--- config.mk ---
export PLATFORM = sky130hd
export DESIGN_NAME = tilt_to_servo_ramp
export DESIGN_NICKNAME = d
export VERILOG_FILES = /design/src/hw/rtl/tsr_pkg.sv /design/src/hw/rtl/tsr_isqrt.sv /design/src/hw/rtl/tsr_cordic.sv /design/src/hw/rtl/tilt_to_servo_ramp.sv
export SDC_FILE = /design/constraint.sdc
export NUM_CORES = 2
export LEC_CHECK = 0
export BUFFER_PORTS_ARGS = -buffer_cell sky130_fd_sc_hd__buf_2
export CORE_MARGIN = 2
export CORE_UTILIZATION = 60
export DETAILED_ROUTE_END_ITERATION = 8
export PLACE_DENSITY = 0.83
export SETUP_SLACK_MARGIN = 0.4
export SYNTH_ARGS = -nofsm -noshare
export SYNTH_HDL_FRONTEND = slang
export SYNTH_SLANG_ARGS = --single-unit
--- constraint.sdc ---
create_clock -name clk -period 10 [get_ports clk]
set_input_delay 1 -clock clk [delete_from_list [all_inputs] [get_ports clk]]
set_output_delay 1 -clock clk [all_outputs]
set_load 0.01 [all_outputs]
--- src/hw/rtl/tsr_pkg.sv ---
// Shared constants and lookup functions for the tilt to servo ramp block.
`timescale 1ns / 1ps
`default_nettype none
package tsr_pkg;

  localparam int ACCEL_BITS_DEF   = 16;
  localparam int CORDIC_STEPS_DEF = 16;
  localparam int Z_W              = 17;
  localparam int THR_W            = 15;
  localparam logic [THR_W-1:0] THR_RESET = 15'd8192;

  // Arctangent of two to the minus index, in degrees at Q8.8.
  function automatic logic signed [Z_W-1:0] tsr_atan(input logic [4:0] idx);
    logic signed [Z_W-1:0] v;
    begin
      unique case (idx)
        5'd0:    v = 17'sd11520;
        5'd1:    v = 17'sd6801;
        5'd2:    v = 17'sd3593;
        5'd3:    v = 17'sd1824;
        5'd4:    v = 17'sd916;
        5'd5:    v = 17'sd458;
        5'd6:    v = 17'sd229;
        5'd7:    v = 17'sd115;
        5'd8:    v = 17'sd57;
        5'd9:    v = 17'sd29;
        5'd10:   v = 17'sd14;
        5'd11:   v = 17'sd7;
        5'd12:   v = 17'sd4;
        5'd13:   v = 17'sd2;
        5'd14:   v = 17'sd1;
        default: v = 17'sd0;
      endcase
      return v;
    end
  endfunction

  // Servo angle for each range of the quantized tilt.
  function automatic logic [7:0] tsr_servo(input logic [5:0] rng);
    logic [7:0] v;
    begin
      unique case (rng)
        6'd0:    v = 8'd0;
        6'd1:    v = 8'd10;
        6'd2:    v = 8'd15;
        6'd3:    v = 8'd20;
        6'd4:    v = 8'd25;
        6'd5:    v = 8'd30;
        6'd6:    v = 8'd35;
        6'd7:    v = 8'd40;
        6'd8:    v = 8'd45;
        6'd9:    v = 8'd50;
        6'd10:   v = 8'd55;
        6'd11:   v = 8'd65;
        6'd12:   v = 8'd75;
        6'd13:   v = 8'd80;
        6'd14:   v = 8'd85;
        6'd15:   v = 8'd90;
        6'd16:   v = 8'd95;
        6'd17:   v = 8'd100;
        6'd18:   v = 8'd105;
        6'd19:   v = 8'd110;
        6'd20:   v = 8'd115;
        6'd21:   v = 8'd120;
        6'd22:   v = 8'd125;
        6'd23:   v = 8'd130;
        6'd24:   v = 8'd135;
        6'd25:   v = 8'd140;
        6'd26:   v = 8'd145;
        6'd27:   v = 8'd150;
        6'd28:   v = 8'd155;
        6'd29:   v = 8'd160;
        6'd30:   v = 8'd165;
        6'd31:   v = 8'd170;
        6'd32:   v = 8'd175;
        default: v = 8'd180;
      endcase
      return v;
    end
  endfunction

endpackage
`default_nettype wire

--- src/hw/rtl/tsr_isqrt.sv ---
// Bit-serial integer square root, one root bit per cycle.
`timescale 1ns / 1ps
`default_nettype none
module tsr_isqrt #(
  parameter int RootW = 24
) (
  input  wire logic                 clk,
  input  wire logic                 rst,
  input  wire logic                 start,
  input  wire logic [2*RootW-1:0]   radicand,
  output logic                      done,
  output logic [RootW-1:0]          root
);
  localparam int CntW = $clog2(RootW);

  logic                 busy;
  logic [CntW-1:0]      cnt;
  logic [2*RootW-1:0]   rad;
  logic [RootW+1:0]     rem;
  logic [RootW+1:0]     rem_sh;
  logic [RootW+1:0]     trial;
  logic                 fits;

  assign rem_sh = {rem[RootW-1:0], rad[2*RootW-1:2*RootW-2]};
  assign trial  = {root, 2'b01};
  assign fits   = rem_sh >= trial;

  always_ff @(posedge clk) begin
    if (rst) begin
      busy <= 1'b0;
      done <= 1'b0;
      cnt  <= '0;
    end else begin
      done <= 1'b0;
      if (start) begin
        busy <= 1'b1;
        cnt  <= '0;
      end else if (busy) begin
        cnt <= cnt + 1'b1;
        if (cnt == CntW'(RootW - 1)) begin
          busy <= 1'b0;
          done <= 1'b1;
        end
      end
    end
  end

  always_ff @(posedge clk) begin
    if (start) begin
      rad  <= radicand;
      rem  <= '0;
      root <= '0;
    end else if (busy) begin
      rad <= {rad[2*RootW-3:0], 2'b00};
      if (fits) begin
        rem  <= rem_sh - trial;
        root <= {root[RootW-2:0], 1'b1};
      end else begin
        rem  <= rem_sh;
        root <= {root[RootW-2:0], 1'b0};
      end
    end
  end

endmodule
`default_nettype wire

--- src/hw/rtl/tsr_cordic.sv ---
// Iterative CORDIC in vectoring mode, one rotation per cycle.
`timescale 1ns / 1ps
`default_nettype none
module tsr_cordic #(
  parameter int DataW = 27,
  parameter int Steps = 16
) (
  input  wire logic                        clk,
  input  wire logic                        rst,
  input  wire logic                        start,
  input  wire logic signed [DataW-1:0]     x0,
  input  wire logic signed [DataW-1:0]     y0,
  output logic                             done,
  output logic signed [tsr_pkg::Z_W-1:0]   angle
);
  import tsr_pkg::*;

  localparam int IdxW = $clog2(Steps);

  logic                     busy;
  logic [IdxW-1:0]          idx;
  logic signed [DataW-1:0]  cx;
  logic signed [DataW-1:0]  cy;
  logic signed [DataW-1:0]  dx;
  logic signed [DataW-1:0]  dy;
  logic signed [Z_W-1:0]    step_ang;

  assign dx       = cy >>> idx;
  assign dy       = cx >>> idx;
  assign step_ang = tsr_atan(5'(idx));

  always_ff @(posedge clk) begin
    if (rst) begin
      busy <= 1'b0;
      done <= 1'b0;
      idx  <= '0;
    end else begin
      done <= 1'b0;
      if (start) begin
        busy <= 1'b1;
        idx  <= '0;
      end else if (busy) begin
        idx <= idx + 1'b1;
        if (idx == IdxW'(Steps - 1)) begin
          busy <= 1'b0;
          done <= 1'b1;
        end
      end
    end
  end

  always_ff @(posedge clk) begin
    if (start) begin
      cx    <= x0;
      cy    <= y0;
      angle <= '0;
    end else if (busy) begin
      if (!cy[DataW-1]) begin
        cx    <= cx + dx;
        cy    <= cy - dy;
        angle <= angle + step_ang;
      end else begin
        cx    <= cx - dx;
        cy    <= cy + dy;
        angle <= angle - step_ang;
      end
    end
  end

endmodule
`default_nettype wire

--- src/hw/rtl/tilt_to_servo_ramp.sv ---
// Top level: accelerometer tilt to a quantized servo angle with a one-degree ramp.
`timescale 1ns / 1ps
`default_nettype none
// A beat with cmd 0 is an accelerometer sample and always yields one result beat carrying
// its quantized servo angle; a beat with cmd 1 is a tick that yields a ramp step while a
// ramp is active and nothing otherwise. One beat is worked on at a time. A tick goes
// from idle straight to the output state. A sample passes through the bit-serial square
// root, one root bit per cycle, and then through the CORDIC unit, one rotation per cycle.
// The threshold register may be written at any time on its own channel.
module tilt_to_servo_ramp #(
  parameter int ACCEL_BITS   = tsr_pkg::ACCEL_BITS_DEF,
  parameter int CORDIC_STEPS = tsr_pkg::CORDIC_STEPS_DEF
) (
  input  wire logic                           clk,
  input  wire logic                           rst,
  input  wire logic                           cfg_valid,
  output logic                                cfg_ready,
  input  wire logic [tsr_pkg::THR_W-1:0]      cfg_data,
  input  wire logic                           in_valid,
  output logic                                in_ready,
  input  wire logic                           cmd,
  input  wire logic signed [ACCEL_BITS-1:0]   accel_x,
  input  wire logic signed [ACCEL_BITS-1:0]   accel_y,
  input  wire logic signed [ACCEL_BITS-1:0]   accel_z,
  output logic                                out_valid,
  input  wire logic                           out_ready,
  output logic [7:0]                          angle_deg,
  output logic [11:0]                         pwm_level,
  output logic                                pwm_valid,
  output logic                                ramp_done,
  output logic                                sample_dropped
);
  import tsr_pkg::*;

  localparam int RootW = ACCEL_BITS + 8;
  localparam int DataW = ACCEL_BITS + 11;
  localparam int CmpW  = (ACCEL_BITS + 1 > THR_W) ? ACCEL_BITS + 1 : THR_W;

  typedef enum logic [6:0] {
    S_IDLE  = 7'b0000001,
    S_SQ    = 7'b0000010,
    S_SUM   = 7'b0000100,
    S_ROOT  = 7'b0001000,
    S_ROT   = 7'b0010000,
    S_QUANT = 7'b0100000,
    S_OUT   = 7'b1000000
  } state_t;

  state_t state;
  state_t state_next;

  logic [THR_W-1:0]               y_threshold;
  logic [7:0]                     position_deg;
  logic                           position_known;
  logic [7:0]                     target_deg;
  logic                           ramp_active;

  logic                           cmd_r;
  logic signed [ACCEL_BITS-1:0]   xr;
  logic signed [ACCEL_BITS-1:0]   yr;
  logic signed [ACCEL_BITS-1:0]   zr;
  logic signed [2*ACCEL_BITS-1:0] yy;
  logic signed [2*ACCEL_BITS-1:0] zz;
  logic [2*ACCEL_BITS-1:0]        sumsq;
  logic signed [Z_W-1:0]          z_ang;
  logic [7:0]                     q;

  logic                           sqrt_start;
  logic                           sqrt_done;
  logic [RootW-1:0]               root;
  logic                           cordic_start;
  logic                           cordic_done;
  logic signed [Z_W-1:0]          cordic_ang;
  logic signed [DataW-1:0]        cx0;
  logic signed [DataW-1:0]        cy0;

  logic signed [Z_W:0]            ang_raw;
  logic [15:0]                    ang_clip;
  logic [21:0]                    rng_prod;
  logic [5:0]                     rng;

  logic signed [ACCEL_BITS:0]     yext;
  logic [ACCEL_BITS:0]            ay;
  logic                           y_large;
  logic [7:0]                     pos_step;
  logic [28:0]                    lvl_prod;
  logic [11:0]                    lvl;
  logic                           out_free;
  logic                           all_zero;

  assign cfg_ready = 1'b1;
  assign in_ready  = (state == S_IDLE);
  assign out_free  = !out_valid || out_ready;

  assign sumsq        = (2*ACCEL_BITS)'($unsigned(yy)) + (2*ACCEL_BITS)'($unsigned(zz));
  assign sqrt_start   = (state == S_SUM);
  assign cordic_start = (state == S_ROOT) && sqrt_done;
  assign cx0          = DataW'(root);
  assign cy0          = {{3{xr[ACCEL_BITS-1]}}, xr, 8'b0};
  assign all_zero     = (xr == '0) && (yr == '0) && (zr == '0);

  tsr_isqrt #(.RootW(RootW)) u_isqrt (
    .clk      (clk),
    .rst      (rst),
    .start    (sqrt_start),
    .radicand ({sumsq, 16'b0}),
    .done     (sqrt_done),
    .root     (root)
  );

  tsr_cordic #(.DataW(DataW), .Steps(CORDIC_STEPS)) u_cordic (
    .clk   (clk),
    .rst   (rst),
    .start (cordic_start),
    .x0    (cx0),
    .y0    (cy0),
    .done  (cordic_done),
    .angle (cordic_ang)
  );

  assign ang_raw  = (Z_W+1)'(23040) + (Z_W+1)'(z_ang);
  assign ang_clip = ang_raw[Z_W] ? 16'd0 :
                    (ang_raw > (Z_W+1)'(46080)) ? 16'd46080 : ang_raw[15:0];
  assign rng_prod = 22'(ang_clip[15:5]) * 22'd1457;
  assign rng      = rng_prod[21:16];

  assign yext    = {yr[ACCEL_BITS-1], yr};
  assign ay      = yext[ACCEL_BITS] ? (ACCEL_BITS+1)'(-yext) : (ACCEL_BITS+1)'(yext);
  assign y_large = CmpW'(ay) > CmpW'(y_threshold);

  always_comb begin
    if (target_deg > position_deg) begin
      pos_step = position_deg + 8'd1;
    end else if (target_deg < position_deg) begin
      pos_step = position_deg - 8'd1;
    end else begin
      pos_step = position_deg;
    end
  end

  assign lvl_prod = 29'(pos_step) * 29'd1456400;
  assign lvl      = 12'd500 + lvl_prod[28:17];

  always_comb begin
    state_next = state;
    unique case (state)
      S_IDLE: begin
        if (in_valid) begin
          if (!cmd) begin
            state_next = S_SQ;
          end else if (ramp_active) begin
            state_next = S_OUT;
          end
        end
      end
      S_SQ:    state_next = S_SUM;
      S_SUM:   state_next = S_ROOT;
      S_ROOT:  if (sqrt_done) state_next = S_ROT;
      S_ROT:   if (cordic_done) state_next = S_QUANT;
      S_QUANT: state_next = S_OUT;
      S_OUT:   if (out_free) state_next = S_IDLE;
      default: state_next = S_IDLE;
    endcase
  end

  always_ff @(posedge clk) begin
    if (rst) begin
      state          <= S_IDLE;
      y_threshold    <= THR_RESET;
      position_deg   <= 8'd0;
      position_known <= 1'b0;
      target_deg     <= 8'd0;
      ramp_active    <= 1'b0;
      out_valid      <= 1'b0;
    end else begin
      state <= state_next;
      if (cfg_valid && cfg_ready) begin
        y_threshold <= cfg_data;
      end
      if ((state == S_OUT) && out_free) begin
        out_valid <= 1'b1;
        if (!cmd_r) begin
          if (ramp_active) begin
          end else if (!position_known || y_large) begin
            position_known <= 1'b1;
            position_deg   <= q;
            target_deg     <= q;
          end else if (q != position_deg) begin
            target_deg  <= q;
            ramp_active <= 1'b1;
          end
        end else begin
          position_deg <= pos_step;
          if (pos_step == target_deg) begin
            ramp_active <= 1'b0;
          end
        end
      end else if (out_ready) begin
        out_valid <= 1'b0;
      end
    end
  end

  always_ff @(posedge clk) begin
    if (in_valid && in_ready) begin
      cmd_r <= cmd;
      xr    <= accel_x;
      yr    <= accel_y;
      zr    <= accel_z;
    end
    if (state == S_SQ) begin
      yy <= yr * yr;
      zz <= zr * zr;
    end
    if ((state == S_ROT) && cordic_done) begin
      z_ang <= all_zero ? '0 : cordic_ang;
    end
    if (state == S_QUANT) begin
      q <= tsr_servo(rng);
    end
    if ((state == S_OUT) && out_free) begin
      if (!cmd_r) begin
        angle_deg      <= q;
        pwm_level      <= 12'd0;
        pwm_valid      <= 1'b0;
        ramp_done      <= 1'b0;
        sample_dropped <= ramp_active;
      end else begin
        angle_deg      <= pos_step;
        pwm_level      <= lvl;
        pwm_valid      <= 1'b1;
        ramp_done      <= (pos_step == target_deg);
        sample_dropped <= 1'b0;
      end
    end
  end

`ifndef SYNTHESIS
  a_ramp_known: assert property (@(posedge clk) disable iff (rst)
    ramp_active |-> position_known)
    else $error("ramp active without a known position");

  a_ramp_moves: assert property (@(posedge clk) disable iff (rst)
    ramp_active |-> (target_deg != position_deg))
    else $error("ramp active with position at target");

  a_step_not_drop: assert property (@(posedge clk) disable iff (rst)
    (out_valid && pwm_valid) |-> !sample_dropped)
    else $error("ramp step flagged as dropped sample");

  a_angle_range: assert property (@(posedge clk) disable iff (rst)
    out_valid |-> (angle_deg <= 8'd180))
    else $error("angle out of range");
`endif

endmodule
`default_nettype wire
Word level (Yosys, flattened, before mapping). Memory sizes are Yosys's and may differ from the RTL's. A register that Yosys moved wholly into a read port is not among the register bits. Cells that the tools add are included. W data, S select, Z words.

Shift-type cells: 2. Muxes and demuxes: 47. Magnitude comparators: 5. $add $sub $neg: 15. Reductions and logical operators: 27. Bitwise logic cells: 4. Eq/ne operators: 18. Multiply operators: 4.

Operators by type and width (count): $mux W27 (4); $mux W48 (2); $mux W24 (3); $mul A16 B16 Y32 (2); $mux W8 (8); $add A27 B27 Y27 (2); $sshr A27 B4 Y27 (2); $sub A27 B27 Y27 (2); $pmux W7 S7 (1); $logic_not A16 Y1 (3); $mux W7 (6); $mux W17 (2); $add A32 B32 Y32 (1); $mux W16 (2); $ge A26 B26 Y1 (1); $mul A8 B17 Y25 const B (1); $sub A24 B24 Y24 (1); $mul A11 B11 Y22 const B (1); $add A16 B17 Y18 const A (1); $gt A18 B17 Y1 const B (1); $add A17 B17 Y17 (1); $gt A17 B15 Y1 (1); $mux W1 (17); $neg A16 Y17 (1); 34 further kinds (56).

Flip-flop bits (word level): 358. Memories: 2. Bits in read-only memories: 736. Logic and storage cells: 157.

Memory list: (no name shown) (words 64, width 8, rd ports 1, clocked after memory_dff 1, write ports 0, line tsr_pkg.sv:42) `unique case (rng)`; (no name shown) (words 16, width 14, rd ports 1, clocked after memory_dff 1, write ports 0, line tsr_pkg.sv:16) `unique case (idx)`.

Longest topological paths before layout.
Word-level depth: 7. Gate-level depth with buffers: 32. Gate-level depth less buffers: 32.

Cells and area by module. From an unflattened synthesis, not the netlist that was laid out.

Cells, all modules: 4988. Area, all modules: 47997.3 sq um.

Modules (own cells, without submodules): tilt_to_servo_ramp (area an instance 31091.1 sq um, cells each 3098, instances 1, seq. area each 5595.4 sq um); tsr_cordic (area an instance 11337.1 sq um, cells each 1337, instances 1, seq. area each 2362.3 sq um); tsr_isqrt (area an instance 5569.1 sq um, cells each 553, instances 1, seq. area each 2542.4 sq um).

Worst setup path after synthesis. No wires, ideal clock.

Path type: register -> register. Start: register z_ang[9]. End: register q[3], data pin. Cell stages (with the launch flop): 33. Required time: 9.831 ns. Slack: 1.895 ns. Path buffers: 0. Library setup time: 0.169 ns. Arrival: 7.935 ns. Cell sequence: edfxtp_1 -> ha_1 -> or3_1 -> mux2_2 -> nand3b_1 -> a211o_1 -> a32o_2 -> a21oi_1 -> o21ai_0 -> inv_1 -> ha_1 -> inv_1 -> fa_1 -> inv_1 -> fa_1 -> fa_1 -> ha_1 -> ha_1 -> a21o_1 -> a211oi_1 -> or3b_2 -> a21o_1 -> and2_4 -> xor2_1 -> inv_1 -> ha_1 -> a21oi_1 -> o32ai_1 -> a31o_2 -> a221oi_1 -> mux2i_1 -> o31a_1 -> o31ai_1.

Word-level cells in the longest chain between the ends: 5.

RTL lines: from (decl) (line tilt_to_servo_ramp.sv:65) `logic signed [Z_W-1:0] z_ang;`; from (signal assigned) (line tilt_to_servo_ramp.sv:216) `z_ang <= all_zero ? '0 : cordic_ang;`; $add A16 B17 Y18 (*) (line tilt_to_servo_ramp.sv:121) `assign ang_raw = (Z_W+1)'(23040) + (Z_W+1)'(z_ang);`; $gt A18 B17 Y1 (line tilt_to_servo_ramp.sv:123) `(ang_raw > (Z_W+1)'(46080)) ? 16'd46080 : ang_raw[15:0];`; $mux W16 (line tilt_to_servo_ramp.sv:123); $mux W16 (*) (line tilt_to_servo_ramp.sv:122) `assign ang_clip = ang_raw[Z_W] ? 16'd0 :`; $mul A11 B11 Y22 (*) (line tilt_to_servo_ramp.sv:124) `assign rng_prod = 22'(ang_clip[15:5]) * 22'd1457;`; to (decl) (line tilt_to_servo_ramp.sv:66) `logic [7:0] q;`.

Mark *: on every way between the ends. The rest lies on a longest branch, timed or not. A chain may end at the register's enable or synchronous reset.

Worst setup path after layout. Ends and elaborated chain as after synthesis.

==> impl_metrics.xml <==
<?xml version="1.0" encoding="UTF-8"?>
<metrics>
  <group name="drt">
    <metric name="drt-pass1-iter-count" unit="">7</metric>
    <metric name="drt_iter0_drc" unit="">2124</metric>
    <metric name="route.detailed.wl_per_inst" unit="um">17.2</metric>
    <metric name="via_per_inst" unit="">5.78</metric>
    <metric name="remaining_drc_errors" unit="">0</metric>
    <metric name="antenna_violating_nets_post_route" unit="">0</metric>
    <metric name="total_via_count_in_the_routed_design" unit="">34300</metric>
    <metric name="finalWirelength" unit="um">102000</metric>
  </group>
  <group name="timing">
    <metric name="tns" unit="ns">0</metric>
    <metric name="max-slew-margin-rel" unit="">0.237</metric>
    <metric name="finalWorstPathRequiredPeriod" unit="ns">8.96</metric>
    <metric name="finalSetupViolations" unit="">0</metric>
    <metric name="slew_viol_final" unit="">0</metric>
    <metric name="achievable-frequency" unit="MHz">112</metric>
    <metric name="min_period_over_period" unit="">0.896</metric>
    <metric name="hold_violations" unit="">0</metric>
    <metric name="tightestPinTransition" unit="ns">1.14</metric>
    <metric name="grt_setup_unrepaired" unit="">no</metric>
    <metric name="fin_worst_hold_slack" unit="ns">0.457</metric>
    <metric name="setup_skew_after_layout" unit="ns">0.0181</metric>
    <metric name="postLayoutSetupSlackWorst" unit="ns">1.04</metric>
  </group>
  <group name="synthesis">
    <metric name="post_synth.cell_area_avg" unit="sq um">9.52</metric>
    <metric name="synth_warnings" unit="">0</metric>
    <metric name="number_of_distinct_library_cells_after_synthesis" unit="">102</metric>
    <metric name="synth_cells" unit="">4871</metric>
    <metric name="synthesized_nets" unit="">5934</metric>
    <metric name="synth_seq_cells" unit="">378</metric>
    <metric name="synth-edff-count" unit="">234</metric>
    <metric name="synthFlopType" unit="">sky130_fd_sc_hd__edfxtp_1</metric>
    <metric name="area_of_the_mapped_netlist" unit="sq um">46400</metric>
    <metric name="ys_seq_area_frac" unit="">0.214</metric>
    <metric name="synthArstFlopShare" unit="">0</metric>
  </group>
  <group name="critical_path">
    <metric name="timing.critical_path.buf_inv" unit="">4</metric>
    <metric name="timing.critical_path.mode_cell" unit="">sky130_fd_sc_hd__ha_1</metric>
    <metric name="crit_path_max_fanout" unit="">9</metric>
    <metric name="crit_path_start_kind" unit="">flip-flop</metric>
    <metric name="crit_type" unit="">flip-flop to flip-flop</metric>
    <metric name="arrival" unit="ns">9.39</metric>
    <metric name="cp-end-kind" unit="">flip-flop</metric>
    <metric name="critPathMaxStageDelay" unit="ns">0.53</metric>
    <metric name="worst_path_dominant_cell_family" unit="">adder cells</metric>
    <metric name="timing.critical_path.required" unit="ns">10.42</metric>
    <metric name="worst_path_max_delay_cell" unit="">sky130_fd_sc_hd__fa_1</metric>
  </group>
  <group name="finish">
    <metric name="nets" unit="">5936</metric>
    <metric name="antenna-diode-count" unit="">0</metric>
    <metric name="layout-drive-gt1-share" unit="">0.0692</metric>
    <metric name="layout.cells.non_filler" unit="">5940</metric>
    <metric name="area_delta_synth_final" unit="%">5.99</metric>
  </group>
  <group name="global_routing">
    <metric name="grt_pass1_vias" unit="">35800</metric>
    <metric name="grt_antenna_before_repair" unit="">0</metric>
    <metric name="globalRoute.totalOverflow" unit="">0</metric>
    <metric name="groute.usage.overall" unit="">0.266</metric>
    <metric name="grt_pass1_wl" unit="um">171000</metric>
    <metric name="grt_start_max_net_pins" unit="">78</metric>
  </group>
  <group name="hold_path">
    <metric name="worst_hold_path_type" unit="">flip-flop to flip-flop</metric>
  </group>
  <group name="place">
    <metric name="place_ws" unit="ns">0.895</metric>
    <metric name="place_hpwl" unit="um">78700</metric>
    <metric name="port_buffers" unit="">93</metric>
    <metric name="dpl.cell_count" unit="">5856</metric>
    <metric name="globalplace.congestion" unit="">0.933</metric>
  </group>
  <group name="clocking">
    <metric name="worst_skew_pair.late_latency" unit="ns">0.61</metric>
    <metric name="clk_pin_slew_worst_paths" unit="ns">0.06</metric>
    <metric name="cts-buffers-inserted" unit="">45</metric>
    <metric name="cts-htree-levels" unit="">2</metric>
    <metric name="clock_net_sink_count" unit="">378</metric>
    <metric name="clk_root_buffer_cell" unit="">sky130_fd_sc_hd__clkbuf_16</metric>
    <metric name="holdBufCountCts" unit="">0</metric>
    <metric name="clock_path_buffers" unit="">3</metric>
    <metric name="cts_tree" unit="">yes</metric>
  </group>
  <group name="floorplan">
    <metric name="placementRows" unit="">101</metric>
    <metric name="io_pins" unit="">95</metric>
    <metric name="floorplan.initialDensity" unit="">0.608</metric>
    <metric name="die_y" unit="um">282</metric>
    <metric name="floorplan.die.width" unit="um">282</metric>
    <metric name="floorplan.core_area" unit="sq um">76200</metric>
    <metric name="design.die.area" unit="sq um">79500</metric>
  </group>
  <group name="status">
    <metric name="run_status" unit="">finished clean</metric>
  </group>
  <group name="flow_run">
    <metric name="max_cap_violations" unit="">0</metric>
  </group>
</metrics>
## layout make-up
type                    count  area [sq um]
clock inverters            25           288
clock buffers              59          1240
well taps                1030          1290
inverters                 824          3090
flip-flops and latches    378          9920
repair buffers            119           661
multi-input cells        3505         32600
fillers                  5911         27100
## flip-flops by register name (all words and copies together) (netlist names), 14 cells and up
signal	cells
u_isqrt.rad	32
u_isqrt.root	24
zr	16
yy	31
u_cordic.cy	27
xr	16
u_cordic.angle	17
u_cordic.cx	27
z_ang	17
u_isqrt.rem	24
y_threshold	15
u_cordic.step_ang	14
zz	31
yr	16
## metal layers
layer,share of wire,global-route usage,up-vias,wire length [um]
met4,0.035,0.0966,0,3560
met5,0,0,-,0
met1,0.40,0.326,16900,40800
met2,0.52,0.478,953,52700
met3,0.051,0.0329,242,5230
li1,-,-,16200,-
## cells in the final DEF (no fill, tap or decap), types with 15 or more instances in the layout
| cell type | netlist | routed |
|---|---|---|
| sky130_fd_sc_hd__or2_2 | 19 | 19 |
| sky130_fd_sc_hd__o211ai_1 | 15 | 15 |
| sky130_fd_sc_hd__edfxtp_1 | 234 | 234 |
| sky130_fd_sc_hd__nand4_1 | 27 | 27 |
| sky130_fd_sc_hd__nor3_1 | 80 | 80 |
| sky130_fd_sc_hd__o21bai_1 | 22 | 22 |
| sky130_fd_sc_hd__nand2_1 | 377 | 377 |
| sky130_fd_sc_hd__o21a_1 | 33 | 33 |
| sky130_fd_sc_hd__and2_1 | 120 | 118 |
| sky130_fd_sc_hd__nor2_1 | 329 | 329 |
| sky130_fd_sc_hd__inv_1 | 817 | 815 |
| sky130_fd_sc_hd__mux4_2 | 47 | 47 |
| sky130_fd_sc_hd__and3_1 | 30 | 30 |
| sky130_fd_sc_hd__buf_4 | 7 | 26 |
| sky130_fd_sc_hd__a21o_1 | 67 | 67 |
| sky130_fd_sc_hd__xnor2_1 | 198 | 198 |
| sky130_fd_sc_hd__dfxtp_1 | 144 | 141 |
| sky130_fd_sc_hd__mux2i_1 | 118 | 118 |
| sky130_fd_sc_hd__fa_1 | 529 | 529 |
| sky130_fd_sc_hd__a211oi_1 | 39 | 39 |
| sky130_fd_sc_hd__o21ai_0 | 194 | 194 |
| sky130_fd_sc_hd__nand2b_1 | 44 | 44 |
| sky130_fd_sc_hd__or3_1 | 25 | 25 |
| sky130_fd_sc_hd__nor4_1 | 27 | 27 |
| sky130_fd_sc_hd__xor2_1 | 109 | 108 |
| sky130_fd_sc_hd__nand3_1 | 59 | 59 |
| sky130_fd_sc_hd__a21oi_1 | 216 | 216 |
| sky130_fd_sc_hd__clkbuf_16 | 0 | 46 |
| sky130_fd_sc_hd__mux2_2 | 34 | 34 |
| sky130_fd_sc_hd__ha_1 | 465 | 465 |
| sky130_fd_sc_hd__a31oi_1 | 27 | 27 |
| sky130_fd_sc_hd__nor2b_1 | 35 | 35 |
| sky130_fd_sc_hd__buf_2 | 17 | 93 |
## repair_timing
action,CTS,global route
buffers inserted,0,0
setup endpoints to repair,0,1
gates resized for setup,0,1
## worst min-delay path: stages (launching register included)
cell and delay (ns):
sky130_fd_sc_hd__dfxtp_1 0.31, sky130_fd_sc_hd__inv_1 0.05, sky130_fd_sc_hd__a21oi_1 0.05
## per-stage QoR
step           cell area [sq um]  utilization
6_report                   49100        0.645
3_3_place_gp               47600        0.625
3_5_place_dp               47600        0.625
2_1_floorplan              46400            -
5_1_grt                    49100        0.645
4_1_cts                    49100        0.645
## worst paths after layout
kind                  startpoint              to  slack, ns  cells past startpoint
setup / recovery        z_ang[9]            q[3]       1.04                     32
hold / removal    position_known  position_known       0.46                      2
setup reg to reg        z_ang[9]            q[3]       1.04                     32
hold reg to reg   position_known  position_known       0.46                      2
## cell usage after synthesis (all sizes together), types with 31 or more instances
cell type  count  area (sq um)
inv          819          3070
fa           529         10600
ha           465          5820
nand2        377          1420
nor2         331          1250
edfxtp       234          7030
a21oi        221          1130
o21ai        201          1010
xnor2        198          1730
dfxtp        144          2880
and2         122           768
mux2i        120          1210
clkbuf       111           417
xor2         109           955
nor3          81           410
a21o          67           503
nand3         59           295
buf           53           307
mux4          49          1110
nand2b        44           275
a211oi        42           330
nor2b         36           228
mux2          34           383
o21a          33           248
and3          31           199
## kinds of logic (layout without fill, tap and decap cells)
logic type,count (synthesis),in the layout,share of synthesized area
AND/OR/NAND/NOR,1237,1237,0.128
XOR/XNOR,307,307,0.0580
flip-flops,378,378,0.214
multiplexers,203,203,0.0583
buffers and inverters,988,1027,0.0823
other,1,1,0.0000809
AO/OA/AOI/OAI,763,763,0.105
adder cells (fa/ha/maj),994,994,0.354
Power is not shown: default switching activity piles up to over one toggle a cycle in this logic, so the estimate is an artifact.
